File: src/rtl/core/srtu_pkg.sv
// ----------------------------------------------------------------------------
// srtu_pkg
// Shared types and constants of the sparse replacing trace update block.
// ----------------------------------------------------------------------------
package srtu_pkg;

    localparam int NUM_ACTIONS_DEF  = 32;
    localparam int NUM_FEATURES_DEF = 4096;

    localparam int OP_W     = 2;
    localparam int ACT_W    = 5;
    localparam int FEAT_W   = 12;
    localparam int TRACE_W  = 16;
    localparam int TOTAL_W  = 18;
    localparam int CFG_W    = 16;
    localparam int FACTOR_W = 2 * CFG_W;
    localparam int PROD_W   = TRACE_W + FACTOR_W;
    localparam int APB_AW   = 4;
    localparam int APB_DW   = 32;

    localparam logic [TRACE_W-1:0] ONE_Q15 = 16'h8000;

    localparam logic [CFG_W-1:0] DISCOUNT_RST  = 16'd32440;
    localparam logic [CFG_W-1:0] DECAY_RST     = 16'd29491;
    localparam logic [CFG_W-1:0] THRESHOLD_RST = 16'd328;

    localparam logic [1:0] REG_DISCOUNT    = 2'd0;
    localparam logic [1:0] REG_TRACE_DECAY = 2'd1;
    localparam logic [1:0] REG_PRUNE_THR   = 2'd2;

    typedef enum logic [OP_W-1:0] {
        OP_DECAY = 2'd0,
        OP_MARK  = 2'd1,
        OP_CLEAR = 2'd2,
        OP_READ  = 2'd3
    } t_op;

    typedef enum logic [3:0] {
        DC_NONE,
        DC_SWEEP,
        DC_LOAD,
        DC_RD_SLOT,
        DC_MARK,
        DC_ROW_START,
        DC_RD_LIST,
        DC_RD_TRACE,
        DC_MUL,
        DC_DECAY_WB,
        DC_CLR_WB,
        DC_ROW_END,
        DC_RD_FIN,
        DC_OUT
    } t_dcmd;

    typedef struct packed {
        logic sweep_done;
        logic row_done;
        logic row_last;
        t_op  op;
    } t_dstat;

endpackage

File: src/rtl/core/srtu_ctrl.sv
// ----------------------------------------------------------------------------
// srtu_ctrl
// Sequencer: clearing sweep, mark, row walk for decay and clear, result word.
// ----------------------------------------------------------------------------
module srtu_ctrl (
    input  logic                      i_clk,
    input  logic                      i_rst_n,
    input  logic                      i_in_valid,
    output logic                      o_in_ready,
    input  logic [srtu_pkg::OP_W-1:0] i_op,
    output logic                      o_out_valid,
    input  logic                      i_out_ready,
    input  srtu_pkg::t_dstat          i_stat,
    output srtu_pkg::t_dcmd           o_cmd
);
    import srtu_pkg::*;

    typedef enum logic [3:0] {
        S_SWEEP,
        S_IDLE,
        S_SLOT_RD,
        S_MARK,
        S_ROW_START,
        S_ROW_CHK,
        S_RD_LIST,
        S_RD_TRACE,
        S_MUL,
        S_DECAY_WB,
        S_CLR_WB,
        S_ROW_END,
        S_RD_FIN,
        S_OUT
    } t_state;

    t_state r_state;
    logic   r_out_valid;
    logic   accept;
    logic   out_free;

    assign o_in_ready  = (r_state == S_IDLE);
    assign accept      = o_in_ready && i_in_valid;
    assign out_free    = !r_out_valid || i_out_ready;
    assign o_out_valid = r_out_valid;

    always_comb begin
        case (r_state)
            S_SWEEP:     o_cmd = DC_SWEEP;
            S_IDLE:      o_cmd = accept ? DC_LOAD : DC_NONE;
            S_SLOT_RD:   o_cmd = DC_RD_SLOT;
            S_MARK:      o_cmd = DC_MARK;
            S_ROW_START: o_cmd = DC_ROW_START;
            S_RD_LIST:   o_cmd = DC_RD_LIST;
            S_RD_TRACE:  o_cmd = DC_RD_TRACE;
            S_MUL:       o_cmd = DC_MUL;
            S_DECAY_WB:  o_cmd = DC_DECAY_WB;
            S_CLR_WB:    o_cmd = DC_CLR_WB;
            S_ROW_END:   o_cmd = DC_ROW_END;
            S_RD_FIN:    o_cmd = DC_RD_FIN;
            S_OUT:       o_cmd = out_free ? DC_OUT : DC_NONE;
            default:     o_cmd = DC_NONE;
        endcase
    end

    always_ff @(posedge i_clk) begin
        if (!i_rst_n) begin
            r_state     <= S_SWEEP;
            r_out_valid <= 1'b0;
        end else begin
            if (r_state == S_OUT && out_free) begin
                r_out_valid <= 1'b1;
            end else if (i_out_ready) begin
                r_out_valid <= 1'b0;
            end
            case (r_state)
                S_SWEEP: if (i_stat.sweep_done) r_state <= S_IDLE;
                S_IDLE: begin
                    if (accept) begin
                        case (t_op'(i_op))
                            OP_MARK:  r_state <= S_SLOT_RD;
                            OP_DECAY: r_state <= S_ROW_START;
                            OP_CLEAR: r_state <= S_ROW_START;
                            default:  r_state <= S_RD_FIN;
                        endcase
                    end
                end
                S_SLOT_RD:   r_state <= S_MARK;
                S_MARK:      r_state <= S_RD_FIN;
                S_ROW_START: r_state <= S_ROW_CHK;
                S_ROW_CHK:   r_state <= i_stat.row_done ? S_ROW_END : S_RD_LIST;
                S_RD_LIST:   r_state <= (i_stat.op == OP_CLEAR) ? S_CLR_WB : S_RD_TRACE;
                S_RD_TRACE:  r_state <= S_MUL;
                S_MUL:       r_state <= S_DECAY_WB;
                S_DECAY_WB:  r_state <= S_ROW_CHK;
                S_CLR_WB:    r_state <= S_ROW_CHK;
                S_ROW_END:   r_state <= i_stat.row_last ? S_RD_FIN : S_ROW_START;
                S_RD_FIN:    r_state <= S_OUT;
                S_OUT: begin
                    if (out_free) r_state <= S_IDLE;
                end
                default: r_state <= S_IDLE;
            endcase
        end
    end

endmodule

File: config.mk
export PLATFORM = sky130hd
export DESIGN_NAME = srtu_ctrl
export DESIGN_NICKNAME = d
export VERILOG_FILES = /design/src/rtl/core/srtu_pkg.sv /design/src/rtl/core/srtu_ctrl.sv
export SDC_FILE = /design/constraint.sdc
export NUM_CORES = 1
export LEC_CHECK = 0
export BUFFER_PORTS_ARGS = -buffer_cell sky130_fd_sc_hd__buf_2
export CORE_ASPECT_RATIO = 1.1
export CORE_MARGIN = 10
export CORE_UTILIZATION = 35
export DETAILED_ROUTE_END_ITERATION = 10
export GPL_TIMING_DRIVEN = 0
export PLACE_DENSITY_LB_ADDON = 0.1
export SYNTH_ARGS = -nofsm -noshare
export SYNTH_HDL_FRONTEND = slang
export SYNTH_SLANG_ARGS = --single-unit
export TNS_END_PERCENT = 20
File: constraint.sdc
create_clock -name i_clk -period 2.8 [get_ports i_clk]
set_input_delay 0.84 -clock i_clk [delete_from_list [all_inputs] [get_ports i_clk]]
set_output_delay 0.84 -clock i_clk [all_outputs]
set_load 0.005 [all_outputs]
==> impl_metrics.toml <==
[route]
firstDrtPassIters = 4
via_per_inst = 5.68
wl_mm = 1.62
drt_iter0_drc = 13
wl_per_cell_microns = 14.2
ant_nets = 0
num_vias = 648
drc = 0

[setup_path]
crit_buf_inv = 2
cp_slowest_cell = "nand2b_1"
arrival_ns = 1.67
crit_required_ns = 1.96
critPathMaxFanout = 7
crit_type = "input port to primary output"
cpPeakStageDelay_ns = 0.25
cp-start-kind = "input port"
r2r_slack_ns = 1.57
r2r-end = "r_state[2]"
path_delay_family = "compound AO/OA/AOI/OAI gates"
reg2reg_depth = 5
r2r-start = "r_state[0]"
crit_start = "i_out_ready"
cp-end-kind = "primary output"
path_cells = "buf_2 > nand2b_1 > a21oi_1 > o221ai_1 > buf_2"
cp_common_cell = "buf_2"

[power_and_ir_drop]
p_per_area_nw_per_um2 = 348
p_leak_nw = 0.315
ir_drop_mv = 0.113

[clock_tree]
clk_latency_ns = 0.24
cts_resized = 0
cts_tree = "built"
cts_max_path_buffers = 2
htreeDepth = 1
postCtsSetupBuffers = 0
clkTransAtPathRegs_ns = 0.04
cts-root-buf = "clkbuf_4"
cts.sinks = 5
cts.hold.buffers_added = 0
cts_buffers = 3

[logic_synthesis]
synth_largest_area_cell = "dfxtp_1"
synth-warning-count = 0
synth_cell_type_count = 31
ys_ff_latch = 5
synth.area.mux_share = 0.0179
synth_compound_area_frac = 0.325
synth-xor-area-share = 0
synthAdderAreaFrac = 0
syn_inst = 77
yosysMostFrequentCell = "o21ai_0"
yosys-top-cells-count = "7 x o21ai_0, 6 x a21oi_1"
synth_top_family_by_area = "simple AND/OR/NAND/NOR gates"
ys.flop_type = "dfxtp_1"
netlist_area_sq_um = 558
synth-simple-area-share = 0.334
ys_async_sr_fraction = 0
ys_top_cells_by_area = "dfxtp_1 18%, buf_6 10%, o21ai_0 6.3%"
synth_top_area_frac = 0.179
postSynthNetCount = 88
syn_area_per_cell_sq_um = 7.25
seq_area_frac_synth = 0.179
synth_edf_count = 0

[worst_hold_path]
holdPathEnd = "r_state[1]"
hold_class = "flop to flop"
holdCritStartpoint = "r_state[3]"
hold_path_depth = 2

[layout]
fin_util = 0.446
postLayoutCellArea_sq_um = 686
antenna_cells = 0
drive_above_1_share = 0.309
syn_to_final_growth_pct = 22.9
fin_nets = 109

[die]
die_w_microns = 58.1
num_rows = 15
dieHeight_microns = 61.9
die_area_sq_um = 3590
ios = 17
core_area_sq_um = 1540
start_util = 0.363

[global_route]
grt_overflow = 0
grt_use_met2 = 0.153
track_usage = 0.0956
grt_pass1_vias = 618
grtUsageMet1 = 0.111
grt_max_degree = 11
globalRoute.busiestLayer = "met2"
grtUsageMet3 = 0.0305
antenna_found_initial = 0
grt_pass1_wl_mm = 2.70

[timing]
fin_worst_skew_ns = 0.00172
finalHoldViolCount = 0
final-setup-viol-count = 0
fmax_ghz = 0.399
slew_headroom = 0.802
setup_ws_ns = 0.293
worstMarginPinSlew_ns = 0.297
rsz0062_at_grt = "false"
layout_worst_path_cycle_share = 0.895
slew_violations = 0
fin_setup_tns_ns = 0
period_needed_ns = 2.51

[placement]
dp_hpwl_mm = 1.28
dp_slack_ns = 0.301
io_buffers = 16
place_area_sq_um = 659
gp_congestion = 0.822

[flow_run]
maxCapViolCount = 0

[outcome]
outcome = "finished clean"
## how the worst max path moves through the flow
stage               end  slack (ns)  cells after the start
3_3_place_gp   o_cmd[0]        0.31                      5
5_1_grt        o_cmd[3]        0.20                      6
4_1_cts        o_cmd[0]        0.29                      5
6_report       o_cmd[0]        0.29                      5
2_1_floorplan  o_cmd[3]        0.61                      4
3_5_place_dp   o_cmd[0]        0.30                      5
## cell type report
cell class / count / area [sq um]
clock buffer: 4 / 26.3
sequential: 5 / 100
timing repair buffer: 16 / 80.1
inverter: 5 / 18.8
fill: 177 / 853
multi-input combinational: 61 / 378
tap: 17 / 21.3
buffer: 6 / 61.3
## where the power goes
part	switching (W)	internal, W
Combinational	0.0000419	0.0000363
Sequential	0.00000259	0.0000746
Clock	0.0000293	0.0000539
Total	0.0000738	0.000165
## tightest hold or removal path, delay by kind of cell (launching register included)
| kind | cells | cell delay (ns) |
|---|---|---|
| buf+inv | 1 | 0.16 |
| flops | 1 | 0.34 |
| simple gates | 1 | 0.17 |
## cells by family after synthesis
logic type,Yosys count
simple gates,31
buf+inv,11
compound gates,29
flops,5
mux,1
## per-stage QoR
stage	cells	hold slack (ns)	power, W
3_5_place_dp	110	0.691	0.000156
4_1_cts	114	0.701	0.000242
2_1_floorplan	77	0.602	0.000130
3_3_place_gp	110	0.700	0.000157
6_report	114	0.708	0.000239
5_1_grt	114	0.743	0.000259
## registers in the layout (all words and copies together), names as in the netlist
name / flops
r_state: 4
o_out_valid: 1
## per-layer routing
metal	vias to the layer above	share of wire
met5	-	0
met4	0	0.012
met3	2	0.037
met2	15	0.49
met1	312	0.46
li1	319	-
## placed cells by master (no fill, tap or decap)
| cell | Yosys | final |
|---|---|---|
| o21ai_0 | 7 | 7 |
| nor4b_2 | 1 | 1 |
| o22ai_1 | 1 | 1 |
| o21bai_1 | 1 | 1 |
| clkbuf_4 | 0 | 3 |
| clkbuf_1 | 0 | 1 |
| nand2_2 | 2 | 2 |
| a31oi_1 | 5 | 5 |
| o211ai_1 | 3 | 3 |
| nor2b_1 | 2 | 2 |
| or2_1 | 1 | 1 |
| a211oi_1 | 1 | 1 |
| a221oi_2 | 1 | 1 |
| inv_1 | 5 | 5 |
| nor2_1 | 4 | 4 |
| nand2_1 | 5 | 5 |
| o221ai_1 | 1 | 1 |
| and2_1 | 2 | 2 |
| a21oi_1 | 6 | 6 |
| and4_1 | 1 | 1 |
| buf_6 | 5 | 5 |
| or3_1 | 2 | 2 |
| and3_1 | 2 | 2 |
| nor3_1 | 2 | 2 |
| nand2b_1 | 4 | 4 |
| o21ai_1 | 2 | 2 |
| nor2b_2 | 1 | 1 |
| mux2i_1 | 1 | 1 |
| nand3b_1 | 1 | 1 |
| and3b_1 | 1 | 1 |
| o21a_1 | 1 | 1 |
| buf_2 | 1 | 17 |
| dfxtp_1 | 5 | 5 |
No activity file was read; power rests on OpenSTA's default activity.
